===== config.mk =====
export PLATFORM = sky130hd
export DESIGN_NAME = pdfq_front
export DESIGN_NICKNAME = d
export VERILOG_FILES = /design/src/hw/rtl/pdfq_pkg.sv /design/src/hw/rtl/pdfq_front.sv
export SDC_FILE = /design/constraint.sdc
export NUM_CORES = 1
export LEC_CHECK = 0
export ABC_AREA = 1
export BUFFER_PORTS_ARGS = -buffer_cell sky130_fd_sc_hd__clkbuf_2
export CAP_MARGIN = 20
export CORE_AREA = 10 10 222 224
export CTS_CLUSTER_DIAMETER = 80
export CTS_CLUSTER_SIZE = 25
export DETAILED_ROUTE_END_ITERATION = 8
export DIE_AREA = 0 0 232 234
export GPL_ROUTABILITY_DRIVEN = 0
export PLACE_DENSITY = 0.75
export SETUP_SLACK_MARGIN = 0.05
export SLEW_MARGIN = 20
export SYNTH_ARGS = -nofsm -noshare
export SYNTH_HDL_FRONTEND = slang
export SYNTH_SLANG_ARGS = --single-unit
export TNS_END_PERCENT = 30

===== constraint.sdc =====
create_clock -name clk -period 22.1 [get_ports clk]
set_input_delay 2.21 -clock clk [delete_from_list [all_inputs] [get_ports clk]]
set_output_delay 2.21 -clock clk [all_outputs]
set_load 0.02 [all_outputs]

===== src/hw/rtl/pdfq_pkg.sv =====
// shared types and constants for the per-destination fragmenting queue
package pdfq_pkg;

	localparam int unsigned NUM_DEST_DEF    = 8;
	localparam int unsigned QUEUE_DEPTH_DEF = 16;
	localparam logic [31:0] MAX_CHUNK_RESET = 32'd1202;

	typedef enum logic [1:0] {
		ST_ENQUEUED = 2'd0,
		ST_DROPPED  = 2'd1,
		ST_EMITTED  = 2'd2,
		ST_EMPTY    = 2'd3
	} status_t;

	localparam logic CMD_ENQUEUE = 1'b0;
	localparam logic CMD_DEQUEUE = 1'b1;

	typedef struct packed {
		logic        command;
		logic [31:0] destination;
		logic [31:0] identifier;
		logic [7:0]  priority_level;
		logic [31:0] packet_type;
		logic [31:0] window;
		logic [31:0] start_offset;
		logic [31:0] payload_size;
		logic [31:0] ack_received;
		logic [31:0] ack_sent;
		logic [31:0] ack_size;
	} in_item_t;

	typedef struct packed {
		logic [1:0]  status;
		logic [31:0] out_destination;
		logic [31:0] out_identifier;
		logic [31:0] out_type;
		logic [31:0] out_window;
		logic [31:0] out_offset;
		logic [31:0] out_length;
		logic [31:0] out_ack_received;
		logic [31:0] out_ack_sent;
		logic [31:0] out_ack_size;
		logic        packet_done;
	} out_item_t;

	// one stored descriptor, as held in the entry memory
	typedef struct packed {
		logic [31:0] destination;
		logic [31:0] identifier;
		logic [7:0]  priority_level;
		logic [31:0] packet_type;
		logic [31:0] window;
		logic [31:0] start_offset;
		logic [31:0] payload_size;
		logic [31:0] ack_received;
		logic [31:0] ack_sent;
		logic [31:0] ack_size;
	} entry_t;

	localparam int unsigned ENTRY_W = $bits(entry_t);

endpackage


===== src/hw/rtl/pdfq_front.sv =====
// front end: input buffer queue between acceptance and execution
module pdfq_front import pdfq_pkg::*; (
	input  logic     clk,
	input  logic     arst_n,
	input  logic     in_valid,
	output logic     in_ready,
	input  in_item_t in_item,
	output logic     cmd_valid,
	input  logic     cmd_ready,
	output in_item_t cmd_item
);

	// two-entry queue so the front keeps accepting while the back works
	in_item_t buf_q [2];
	logic     rd_ptr_q;
	logic     wr_ptr_q;
	logic [1:0] cnt_q;
	logic push;
	logic pop;

	assign in_ready  = (cnt_q != 2'd2);
	assign cmd_valid = (cnt_q != 2'd0);
	assign cmd_item  = buf_q[rd_ptr_q];
	assign push = in_valid && in_ready;
	assign pop  = cmd_valid && cmd_ready;

	// payload storage
	always_ff @(posedge clk) begin
		if (push) begin
			buf_q[wr_ptr_q] <= in_item;
		end
	end

	// pointers and fill count
	always_ff @(posedge clk or negedge arst_n) begin
		if (!arst_n) begin
			rd_ptr_q <= 1'b0;
			wr_ptr_q <= 1'b0;
			cnt_q    <= 2'd0;
		end else begin
			if (push) wr_ptr_q <= ~wr_ptr_q;
			if (pop) rd_ptr_q <= ~rd_ptr_q;
			cnt_q <= cnt_q + {1'b0, push} - {1'b0, pop};
		end
	end

endmodule


==> results of run 1 <==
==> layer usage <==
layer	vias to the layer above	GRT usage	routed length [µm]
li1	6488	-	-
met1	6620	0.2343	20390
met2	597	0.3541	29840
met3	90	0.06708	6022
met4	12	0.06106	1358
met5	-	0	74
==> cell usage in the layout, fill, tap and decap left out <==
| cell | n |
|---|---|
| sky130_fd_sc_hd__buf_12 | 2 |
| sky130_fd_sc_hd__buf_16 | 2 |
| sky130_fd_sc_hd__buf_4 | 7 |
| sky130_fd_sc_hd__buf_6 | 1 |
| sky130_fd_sc_hd__clkbuf_1 | 8 |
| sky130_fd_sc_hd__clkbuf_16 | 31 |
| sky130_fd_sc_hd__clkbuf_2 | 599 |
| sky130_fd_sc_hd__clkinv_1 | 1 |
| sky130_fd_sc_hd__clkinv_16 | 1 |
| sky130_fd_sc_hd__clkinv_2 | 3 |
| sky130_fd_sc_hd__clkinv_4 | 2 |
| sky130_fd_sc_hd__dfrtp_1 | 3 |
| sky130_fd_sc_hd__dfrtp_4 | 1 |
| sky130_fd_sc_hd__diode_2 | 8 |
| sky130_fd_sc_hd__edfxtp_1 | 594 |
| sky130_fd_sc_hd__ha_1 | 2 |
| sky130_fd_sc_hd__inv_1 | 7 |
| sky130_fd_sc_hd__inv_6 | 4 |
| sky130_fd_sc_hd__inv_8 | 2 |
| sky130_fd_sc_hd__nand2_1 | 904 |
| sky130_fd_sc_hd__nand3_1 | 3 |
| sky130_fd_sc_hd__nor2_4 | 1 |
==> power by group <==
| group | switching [mW] | internal, mW |
|---|---|---|
| sequential | 0.0603 | 1.54 |
| combinational | 1.07 | 0.352 |
| clock | 0.343 | 0.264 |
| total | 1.47 | 2.16 |
==> state kept, by name (all words and copies together) (netlist names) <==
name and cells:
cnt_q 2, wr_ptr_q 1, rd_ptr_q 1, buf_q 594
==> final timing paths <==
| path | startpoint | end | slack, ns | depth (start not counted) |
|---|---|---|---|---|
| worst max-delay path | rd_ptr_q$_DFFE_PN0P_ | cmd_item[210] | 16.82 | 5 |
| worst min-delay path | wr_ptr_q$_DFFE_PN0N_ | wr_ptr_q$_DFFE_PN0N_ | 0.50 | 2 |
| worst max register to register | cnt_q[0]$_DFF_PN0_ | buf_q[1][173]$_DFFE_PP_ | 19.16 | 6 |
| worst min register to register | wr_ptr_q$_DFFE_PN0N_ | wr_ptr_q$_DFFE_PN0N_ | 0.50 | 2 |
| max in group asynchronous | arst_n | rd_ptr_q$_DFFE_PN0P_ | 20.53 | 1 |
| min in group asynchronous | arst_n | cnt_q[0]$_DFF_PN0_ | 1.40 | 1 |
==> worst register-to-register path, cell delays in order, from the launching register on <==
cell and delay [ns]:
sky130_fd_sc_hd__dfrtp_1 0.36, sky130_fd_sc_hd__inv_1 0.06, sky130_fd_sc_hd__nand2_1 0.10, sky130_fd_sc_hd__nand2_1 0.13, sky130_fd_sc_hd__nor2_4 0.78, sky130_fd_sc_hd__buf_12 0.49
sky130_fd_sc_hd__buf_16 0.48
==> cell families after synthesis <==
kind of cell,share of synthesized area
flops,0.8246
buf+inv,0.01743
simple gates,0.1568
fa+ha+maj,0.001150
==> through the flow <==
stage | cells | hold WS, ns
after floorplan | 1582 | 0.4419
after global placement | 2725 | 0.4538
after detailed placement | 2725 | 0.4836
after CTS | 2775 | 0.5050
after global routing | 2783 | 0.5295
final | 2786 | 0.4959
==> final cells by class <==
| type | count | area, µm² | area share |
|---|---|---|---|
| repair buffers | 611 | 3157 | 0.1202 |
| multi-input cells | 910 | 3445 | 0.1311 |
| inverters | 9 | 48.80 | 0.001858 |
| diodes | 8 | 20.02 | 0.0007621 |
| clock inverters | 11 | 101.3 | 0.003858 |
| well taps | 600 | 750.7 | 0.02858 |
| clock buffers | 39 | 805.8 | 0.03067 |
| flip-flops and latches | 598 | 17940 | 0.6830 |
==> synth_stat cells <==
master | instances | area share
sky130_fd_sc_hd__inv_2 | 1 | 0.00017
sky130_fd_sc_hd__nand2_1 | 904 | 0.16
sky130_fd_sc_hd__nor2_1 | 1 | 0.00017
sky130_fd_sc_hd__edfxtp_1 | 594 | 0.82
sky130_fd_sc_hd__buf_2 | 39 | 0.0090
sky130_fd_sc_hd__clkbuf_1 | 12 | 0.0021
sky130_fd_sc_hd__ha_1 | 2 | 0.0012
sky130_fd_sc_hd__buf_4 | 14 | 0.0048
sky130_fd_sc_hd__nand3_1 | 3 | 0.00069
sky130_fd_sc_hd__dfrtp_1 | 4 | 0.0046
sky130_fd_sc_hd__inv_1 | 8 | 0.0014
==> impl_metrics.sql, run 1 <==
INSERT INTO impl_metrics (metric_group, metric, value, unit) VALUES
('worst_setup_path', 'cp.required', '19.89', 'ns'),
('clock_network', 'clockRootBuffer', 'sky130_fd_sc_hd__clkbuf_16', ''),
('timing', 'setup_tns', '0', 'ns'),
('floorplan', 'dieHeight', '234', 'µm'),
('logic_synthesis', 'synth.cell_area', '21750', 'µm²'),
('worst_setup_path', 'critical_path.startpoint_type', 'flop', ''),
('logic_synthesis', 'synthesis.instances', '1582', ''),
('grt', 'grt.overflow.total', '0', ''),
('worst_setup_path', 'timing.critical_path.cells', 'inv_8 > buf_4 > nand2_1 > nand2_1 > clkbuf_2', ''),
('final_layout', 'final.fill_count', '3510', ''),
('clock_network', 'tritoncts', 'yes', ''),
('logic_synthesis', 'synth.net_count', '1885', ''),
('run', 'drv_cap', '0', ''),
('routing', 'drt_first_iter_violations', '1296', ''),
('clock_network', 'clockBufferDepth', '3', ''),
('timing', 'final_hold_viol_count', '0', ''),
('timing', 'final.min_clock_period', '5.284', 'ns'),
('worst_setup_path', 'cpMaxStageDelayCell', 'sky130_fd_sc_hd__buf_4', ''),
('power', 'leakagePower', '11.32', 'nW'),
('routing', 'detail_route.vias_per_cell', '4.956', ''),
('grt', 'number_of_antenna_violations_at_the_first_check_in_global_routing', '13', ''),
('routing', 'drcViolationCount', '0', ''),
('worst_setup_path', 'start_to_end_type_of_the_worst_setup_path', 'flop to output port', ''),
('grt', 'grt_util_all_layers', '0.2028', ''),
('worst_setup_path', 'max_stage_delay', '0.86', 'ns'),
('clock_network', 'clkSinkCount', '598', ''),
('final_layout', 'finalNetCount', '2463', ''),
('grt', 'global_route_wire_length_before_repair', '84.16', 'mm'),
('floorplan', 'rows', '78', ''),
('final_layout', 'syn_to_final_growth', '20.76', '%'),
('final_layout', 'final_cell_area', '26270', 'µm²'),
('floorplan', 'io_pins', '600', ''),
('grt', 'first_global_vias', '13970', ''),
('placed_design', 'placement.setup.worst_slack', '17.28', 'ns'),
('worst_setup_path', 'cpMostUsedCell', 'sky130_fd_sc_hd__nand2_1', ''),
('timing', 'report.final.slew_viol_count', '0', ''),
('worst_setup_path', 'cp.arrival', '3.07', 'ns'),
('clock_network', 'htreeDepth', '1', ''),
('timing', 'clock-skew-final', '0.02074', 'ns'),
('timing', 'relSlewSlack', '0.2674', ''),
('clock_network', 'cts_resized', '0', ''),
('timing', 'rsz0062_at_grt', 'no', ''),
('logic_synthesis', 'synth-seq-area-share', '0.8246', ''),
('worst_setup_path', 'setup.worst_path.end_class', 'output port', ''),
('routing', 'detailedRoute.firstPassIterationCount', '5', ''),
('timing', 'tightest_slew', '1.099', 'ns'),
('power', 'total_power', '3.633', 'mW'),
('floorplan', 'fp.dieW', '232', 'µm'),
('timing', 'report.final.setup_viol', '0', ''),
('placed_design', 'dp_hpwl', '41.43', 'mm'),
('power', 'vdd_ir_drop_max', '0.1195', 'mV'),
('final_layout', 'layout-drive-gt1-share', '0.3012', ''),
('routing', 'drt_antenna_net_count', '0', ''),
('worst_setup_path', 'cp.buffers_inverters', '3', ''),
('clock_network', 'cts_made_buffers', '30', ''),
('logic_synthesis', 'post_synth_num_cell_types', '11', ''),
('placed_design', 'detailed_place.area', '25260', 'µm²'),
('clock_network', 'hold_fix_buffer_count_after_cts', '0', ''),
('routing', 'totalWireLength', '57.68', 'mm'),
('clock_network', 'clk-insertion-delay-late', '0.60', 'ns'),
('routing', 'wl_per_cell', '20.70', 'µm'),
('floorplan', 'die-area', '54290', 'µm²'),
('logic_synthesis', 'synth.ff_latch_count', '598', ''),
('logic_synthesis', 'synthesis.yosys.warnings', '0', ''),
('timing', 'period_share', '0.2391', ''),
('grt', 'grt_max_degree', '190', ''),
('worst_setup_path', 'cp_max_fo', '131', ''),
('timing', 'worst_slack', '16.82', 'ns'),
('timing', 'fmaxAchievable', '189.2', 'MHz'),
('worst_setup_path', 'cpLargestDelayFamily', 'buffers and inverters', ''),
('routing', 'vias', '13810', ''),
('min_path', 'hold_class', 'flop to flop', ''),
('placed_design', 'io_buffers', '599', ''),
('power', 'power.density', '138.3', 'nW/µm²'),
('final_layout', 'final_util', '0.5851', ''),
('floorplan', 'start_util', '0.4846', ''),
('logic_synthesis', 'postSynthAreaPerCell', '13.75', 'µm²'),
('floorplan', 'fp.coreArea', '44890', 'µm²'),
('outcome', 'run_status', 'completed', ''),
('clock_network', 'clkSlewWorstSetupHoldPaths', '0.08', 'ns'),
('clock_network', 'post_cts.repair.setup_buffers', '0', '');
No activity file was read; power rests on OpenSTA's default activity.
==> run 2: changes to the inputs <==
Clock period 22.1 ns to 4.9 ns, I/O delays scaled along.
==> impl_metrics.sql, run 2 (same netlist as run 1, synthesis figures left out) <==
INSERT INTO impl_metrics (metric_group, metric, value, unit) VALUES
('outcome', 'run_status', 'completed', ''),
('final_layout', 'mostFrequentLayoutCell', 'sky130_fd_sc_hd__nand2_1', ''),
('final_layout', 'syn_to_final_growth', '21.48', '%'),
('power', 'total_power', '16.53', 'mW'),
('grt', 'global_route_wire_length_before_repair', '82.26', 'mm'),
('clock_network', 'cts_resized', '0', ''),
('worst_setup_path', 'reg2reg_depth', '4', ''),
('worst_setup_path', 'timing.critical_path.cells', 'inv_8 > buf_4 > nand2_1 > nand2_1 > clkbuf_2', ''),
('clock_network', 'clockRootBuffer', 'sky130_fd_sc_hd__clkbuf_16', ''),
('timing', 'report.final.slew_viol_count', '0', ''),
('worst_setup_path', 'cp_max_fo', '122', ''),
('routing', 'totalWireLength', '57.02', 'mm'),
('routing', 'detail_route.vias_per_cell', '4.961', ''),
('power', 'power.density', '625.5', 'nW/µm²'),
('grt', 'first_global_vias', '13880', ''),
('clock_network', 'post_cts.repair.setup_buffers', '0', ''),
('grt', 'number_of_antenna_violations_at_the_first_check_in_global_routing', '15', ''),
('worst_setup_path', 'cpMostUsedCell', 'sky130_fd_sc_hd__nand2_1', ''),
('min_path', 'hold_class', 'input pin to flop', ''),
('worst_setup_path', 'regToRegEndpoint', 'buf_q[1][281]$_DFFE_PP_', ''),
('final_layout', 'largestRegisters', 'buf_q: 594 flops, cnt_q: 2 flops', ''),
('routing', 'detailedRoute.firstPassIterationCount', '5', ''),
('final_layout', 'largest_register_ff_count', '594', ''),
('routing', 'drt_antenna_net_count', '0', ''),
('worst_setup_path', 'start_to_end_type_of_the_worst_setup_path', 'flop to output port', ''),
('routing', 'vias', '13850', ''),
('floorplan', 'io_pins', '600', ''),
('clock_network', 'htreeDepth', '1', ''),
('grt', 'grt.overflow.total', '0', ''),
('power', 'net-switching-power', '6.676', 'mW'),
('final_layout', 'register_with_the_most_flip_flops', 'buf_q', ''),
('grt', 'grt_util_all_layers', '0.1986', ''),
('timing', 'tightest_slew', '1.159', 'ns'),
('worst_setup_path', 'cp.arrival', '2.95', 'ns'),
('routing', 'drt_first_iter_violations', '1172', ''),
('placed_design', 'io_buffers', '599', ''),
('run', 'drv_cap', '0', ''),
('timing', 'clock-skew-final', '0.02594', 'ns'),
('clock_network', 'tritoncts', 'yes', ''),
('grt', 'grt_max_degree', '173', ''),
('power', 'sequentialPowerShare', '0.441', ''),
('worst_setup_path', 'setup.worst_path.end_class', 'output port', ''),
('worst_setup_path', 'beginning_of_the_worst_register_to_register_path', 'cnt_q[1]$_DFF_PN0_', ''),
('worst_setup_path', 'cp.required', '4.41', 'ns'),
('timing', 'report.final.setup_viol', '0', ''),
('power', 'vdd_ir_drop_max', '0.5806', 'mV'),
('floorplan', 'start_util', '0.4846', ''),
('placed_design', 'dp_hpwl', '40.95', 'mm'),
('final_layout', 'most-common-layout-cells', 'sky130_fd_sc_hd__nand2_1, sky130_fd_sc_hd__clkbuf_2, sky130_fd_sc_hd__edfxtp_1', ''),
('worst_setup_path', 'reg2reg_slack', '2.84', 'ns'),
('final_layout', 'layout-drive-gt1-share', '0.3040', ''),
('worst_setup_path', 'critical_path.startpoint_type', 'flop', ''),
('clock_network', 'clkSlewWorstSetupHoldPaths', '0.10', 'ns'),
('floorplan', 'rows', '78', ''),
('min_path', 'min_path_cells', '1', ''),
('power', 'leakagePower', '11.37', 'nW'),
('timing', 'final.min_clock_period', '3.443', 'ns'),
('power', 'cellInternalPower', '9.853', 'mW'),
('timing', 'fmaxAchievable', '290.4', 'MHz'),
('clock_network', 'clkSinkCount', '598', ''),
('timing', 'period_share', '0.7027', ''),
('power', 'share_clk_of_total_power', '0.174', ''),
('clock_network', 'clk-insertion-delay-late', '0.61', 'ns'),
('final_layout', 'fin_cells', '2792', ''),
('power', 'switching_share', '0.4039', ''),
('clock_network', 'clockBufferDepth', '3', ''),
('placed_design', 'dp.cells', '2729', ''),
('timing', 'final_hold_viol_count', '0', ''),
('worst_setup_path', 'cpMaxStageDelayCell', 'sky130_fd_sc_hd__dfrtp_4', ''),
('routing', 'drcViolationCount', '0', ''),
('clock_network', 'cts_made_buffers', '31', ''),
('routing', 'wl_per_cell', '20.42', 'µm'),
('floorplan', 'fp.coreArea', '44890', 'µm²'),
('worst_setup_path', 'critPathCapture', 'cmd_item[6]', ''),
('floorplan', 'die-area', '54290', 'µm²'),
('timing', 'relSlewSlack', '0.2273', ''),
('power', 'combPwrFrac', '0.386', ''),
('worst_setup_path', 'startpoint', 'rd_ptr_q$_DFFE_PN0P_', ''),
('floorplan', 'dieHeight', '234', 'µm'),
('timing', 'rsz0062_at_grt', 'no', ''),
('worst_setup_path', 'max_stage_delay', '0.71', 'ns'),
('final_layout', 'finalNetCount', '2466', ''),
('floorplan', 'fp.dieW', '232', 'µm');
run 2: worst min path at each step:
stage / from / to / slack (ns)
finish: in_item[0] / buf_q[0][0]$_DFFE_PP_ / 0.06
floorplan: arst_n / cnt_q[0]$_DFF_PN0_ / 0.19
global placement: arst_n / cnt_q[1]$_DFF_PN0_ / 0.32
CTS: in_item[88] / buf_q[0][88]$_DFFE_PP_ / 0.02
global route: in_item[37] / buf_q[1][37]$_DFFE_PP_ / 0.02
detailed placement: arst_n / cnt_q[1]$_DFF_PN0_ / 0.33
run 2: area by class of cell:
type | count | area (µm²)
Multi-Input combinational cell | 910 | 3467
Fill cell | 3452 | 18470
Timing Repair Buffer | 613 | 3206
Inverter | 9 | 45.04
Antenna cell | 11 | 27.53
Sequential cell | 598 | 17940
Tap cell | 600 | 750.7
Clock buffer | 40 | 819.5
Clock inverter | 11 | 168.9
run 2: power groups by stage:
stage / registers (mW) / clock network [mW] / logic, mW
floorplan: 7.47 / 0 / 4.02
global placement: 7.36 / 0 / 6.40
detailed placement: 7.40 / 0 / 6.46
CTS: 7.29 / 2.94 / 6.48
global route: 7.38 / 3.12 / 6.91
finish: 7.28 / 2.87 / 6.38
run 2: routing by layer:
| metal | part of all wire | wire length (µm) | GRT usage |
|---|---|---|---|
| met4 | 0.029 | 1628 | 0.07004 |
| met5 | 0.0017 | 95 | 0 |
| met1 | 0.35 | 20220 | 0.2242 |
| met3 | 0.098 | 5566 | 0.06369 |
| met2 | 0.52 | 29510 | 0.3497 |
run 2: critical path: cells and delay by family (launching register included):
kind | cells | cell delay, ns
flops | 1 | 0.71
buf+inv | 3 | 1.22
simple gates | 2 | 0.20
run 2: timing repair:
| item | 4_1_cts | 5_1_grt |
|---|---|---|
| hold buffers | 1 | 0 |
| setup endpoints to repair | 0 | 0 |
| hold endpoints to repair | 4 | 0 |
run 2: through the flow:
stage	setup WS, ns	util	TNS (ns)	hold slack, ns	instance area, µm²
floorplan	-0.5488	-	-322.42	0.1944	21790
global placement	2.165	0.5653	0	0.3209	25380
detailed placement	2.133	0.5658	0	0.3251	25400
CTS	1.454	0.5880	0	0.02481	26400
global route	1.317	0.5883	0	0.02362	26410
finish	1.457	0.5886	0	0.05719	26430
==> run 3: changes to the inputs <==
Settings changed: CORE_AREA 10 10 222 224 to unset, CORE_MARGIN set to 10, CORE_UTILIZATION set to 47, DIE_AREA 0 0 232 234 to unset, PLACE_DENSITY 0.75 to 0.76.
Clock period 4.9 ns to 3.1 ns, I/O delays scaled along.
==> impl_metrics.sql, run 3 (same netlist as run 1, synthesis figures left out) <==
INSERT INTO impl_metrics (metric_group, metric, value, unit) VALUES
('timing', 'final_hold_viol_count', '0', ''),
('worst_setup_path', 'cp.arrival', '2.57', 'ns'),
('min_path', 'hold_class', 'input pin to flop', ''),
('floorplan', 'start_util', '0.4773', ''),
('final_layout', 'mostFrequentLayoutCell', 'sky130_fd_sc_hd__nand2_1', ''),
('timing', 'clock-skew-final', '0.02109', 'ns'),
('final_layout', 'largestRegisters', 'buf_q: 594 flops, cnt_q: 2 flops', ''),
('worst_setup_path', 'start_to_end_type_of_the_worst_setup_path', 'flop to output port', ''),
('floorplan', 'dieHeight', '235.1', 'µm'),
('timing', 'report.final.setup_viol', '0', ''),
('min_path', 'worstHoldEndpoint', 'wr_ptr_q$_DFFE_PN0N_', ''),
('final_layout', 'syn_to_final_growth', '35.04', '%'),
('power', 'switching_share', '0.4088', ''),
('run', 'drv_cap', '0', ''),
('placed_design', 'io_buffers', '599', ''),
('final_layout', 'most-common-layout-cells', 'sky130_fd_sc_hd__nand2_1, sky130_fd_sc_hd__clkbuf_2, sky130_fd_sc_hd__edfxtp_1', ''),
('grt', 'global_route_wire_length_before_repair', '98.31', 'mm'),
('timing', 'rsz0062_at_grt', 'no', ''),
('final_layout', 'largest_register_ff_count', '594', ''),
('power', 'cellInternalPower', '15.80', 'mW'),
('final_layout', 'finalNetCount', '2773', ''),
('clock_network', 'clkSinkCount', '598', ''),
('worst_setup_path', 'cpLargestDelayFamily', 'buffers and inverters', ''),
('final_layout', 'layout-drive-gt1-share', '0.2697', ''),
('routing', 'detail_route.vias_per_cell', '5.105', ''),
('timing', 'relSlewSlack', '0.1868', ''),
('grt', 'grt.overflow.total', '0', ''),
('worst_setup_path', 'critical_path.startpoint_type', 'flop', ''),
('final_layout', 'multi_input_comb_area', '3467', 'µm²'),
('worst_setup_path', 'cp.required', '2.79', 'ns'),
('clock_network', 'clockBufferDepth', '3', ''),
('timing', 'period_share', '0.9287', ''),
('clock_network', 'clk-insertion-delay-late', '0.59', 'ns'),
('final_layout', 'final.fill_count', '3040', ''),
('routing', 'vias', '15750', ''),
('worst_setup_path', 'setup.worst_path.end_class', 'output port', ''),
('clock_network', 'cts_made_buffers', '29', ''),
('worst_setup_path', 'startpoint', 'rd_ptr_q$_DFFE_PN0P_', ''),
('clock_network', 'htreeDepth', '1', ''),
('floorplan', 'rows', '78', ''),
('routing', 'drt_antenna_net_count', '0', ''),
('outcome', 'run_status', 'completed', ''),
('routing', 'totalWireLength', '65.89', 'mm'),
('worst_setup_path', 'cp.buffers_inverters', '2', ''),
('power', 'total_power', '26.73', 'mW'),
('worst_setup_path', 'beginning_of_the_worst_register_to_register_path', 'cnt_q[0]$_DFF_PN0_', ''),
('floorplan', 'fp.dieW', '235.1', 'µm'),
('timing', 'hold_slack', '0.03697', 'ns'),
('placed_design', 'dp_hpwl', '41.41', 'mm'),
('floorplan', 'fp.coreArea', '45580', 'µm²'),
('worst_setup_path', 'cpMaxStageDelayCell', 'sky130_fd_sc_hd__buf_12', ''),
('timing', 'report.final.slew_viol_count', '0', ''),
('grt', 'number_of_antenna_violations_at_the_first_check_in_global_routing', '7', ''),
('routing', 'drt_first_iter_violations', '1429', ''),
('power', 'sequentialPowerShare', '0.429', ''),
('floorplan', 'die-area', '55290', 'µm²'),
('power', 'leakagePower', '12.62', 'nW'),
('min_path', 'min_from', 'in_valid', ''),
('worst_setup_path', 'cp_max_fo', '209', ''),
('worst_setup_path', 'regToRegEndpoint', 'buf_q[1][184]$_DFFE_PP_', ''),
('min_path', 'min_path_cells', '3', ''),
('worst_setup_path', 'reg2reg_depth', '6', ''),
('routing', 'wl_per_cell', '21.35', 'µm'),
('final_layout', 'register_with_the_most_flip_flops', 'buf_q', ''),
('final_layout', 'area_occupied_by_registers', '17940', 'µm²'),
('clock_network', 'clkSlewWorstSetupHoldPaths', '0.09', 'ns'),
('power', 'power.density', '910.0', 'nW/µm²'),
('power', 'combPwrFrac', '0.410', ''),
('clock_network', 'tritoncts', 'yes', ''),
('floorplan', 'io_pins', '600', ''),
('worst_setup_path', 'max_stage_delay', '0.50', 'ns'),
('clock_network', 'cts_resized', '0', ''),
('grt', 'grt_util_all_layers', '0.2277', ''),
('worst_setup_path', 'cpMostUsedCell', 'sky130_fd_sc_hd__nand2_1', ''),
('timing', 'tightest_slew', '1.220', 'ns'),
('routing', 'drcViolationCount', '0', ''),
('grt', 'first_global_vias', '16320', ''),
('power', 'net-switching-power', '10.93', 'mW'),
('worst_setup_path', 'timing.critical_path.cells', 'buf_12 > nand2_1 > nand2_1 > clkbuf_2', ''),
('timing', 'fmaxAchievable', '347.3', 'MHz'),
('grt', 'grt_max_degree', '210', ''),
('power', 'vdd_ir_drop_max', '0.7416', 'mV'),
('power', 'share_clk_of_total_power', '0.161', ''),
('timing', 'final.min_clock_period', '2.879', 'ns'),
('clock_network', 'clockRootBuffer', 'sky130_fd_sc_hd__clkbuf_16', ''),
('routing', 'detailedRoute.firstPassIterationCount', '5', ''),
('worst_setup_path', 'reg2reg_slack', '1.14', 'ns');
==> run 3: power groups by stage <==
stage	Sequential (mW)	Clock (mW)	Combinational, mW
CTS	11.4	4.31	10.8
global route	11.6	4.63	11.7
detailed placement	11.6	0	10.5
floorplan	11.8	0	6.35
finish	11.5	4.31	11.0
global placement	11.5	0	10.4
==> run 3: cell type report <==
cell class | count | share of cell area
well taps | 600 | 0.02556
multi-input cells | 910 | 0.1180
diodes | 9 | 0.0007667
clock inverters | 8 | 0.003876
repair buffers | 922 | 0.2147
clock buffers | 30 | 0.02483
flip-flops and latches | 598 | 0.6107
inverters | 9 | 0.001533
==> run 3: through the flow <==
stage               utilization  cells  setup WS [ns]   TNS, ns  cell area [µm²]
finish                   0.6445   3086         0.2210         0            29380
global route             0.6444   3083         0.1616         0            29370
CTS                      0.6440   3077         0.3235         0            29350
detailed placement       0.5601   2741         0.9579         0            25530
global placement         0.5601   2741          1.022         0            25530
floorplan                     -   1582         -2.349  -1391.62            21790
==> run 3: worst min-delay path: stages <==
cell and delay [ns]:
sky130_fd_sc_hd__clkbuf_2 0.11, sky130_fd_sc_hd__nand3_4 0.09, sky130_fd_sc_hd__nand2_1 0.06
==> run 3: worst max path at each step <==
stage | endpoint | cells after the start
6_report | cmd_item[251] | 4
5_1_grt | cmd_item[59] | 5
4_1_cts | cmd_item[35] | 5
3_5_place_dp | cmd_item[35] | 5
3_3_place_gp | cmd_item[160] | 5
2_1_floorplan | buf_q[0][0]$_DFFE_PP_ | 4
==> run 3: what timing repair did <==
| action | 4_1_cts | 5_1_grt |
|---|---|---|
| endpoints found under the hold margin | 598 | 0 |
| hold buffers | 298 | 0 |
| buffers inserted | 0 | 0 |
==> run 3: metal layers <==
metal / global-route usage / share of wire / up-vias / routed length (µm)
li1: - / - / 7096 / -
met1: 0.2533 / 0.35 / 7649 / 22820
met2: 0.4175 / 0.53 / 886 / 35050
met3: 0.05409 / 0.088 / 121 / 5773
met4: 0.07895 / 0.034 / 2 / 2226
met5: 0 / 0.00020 / - / 13
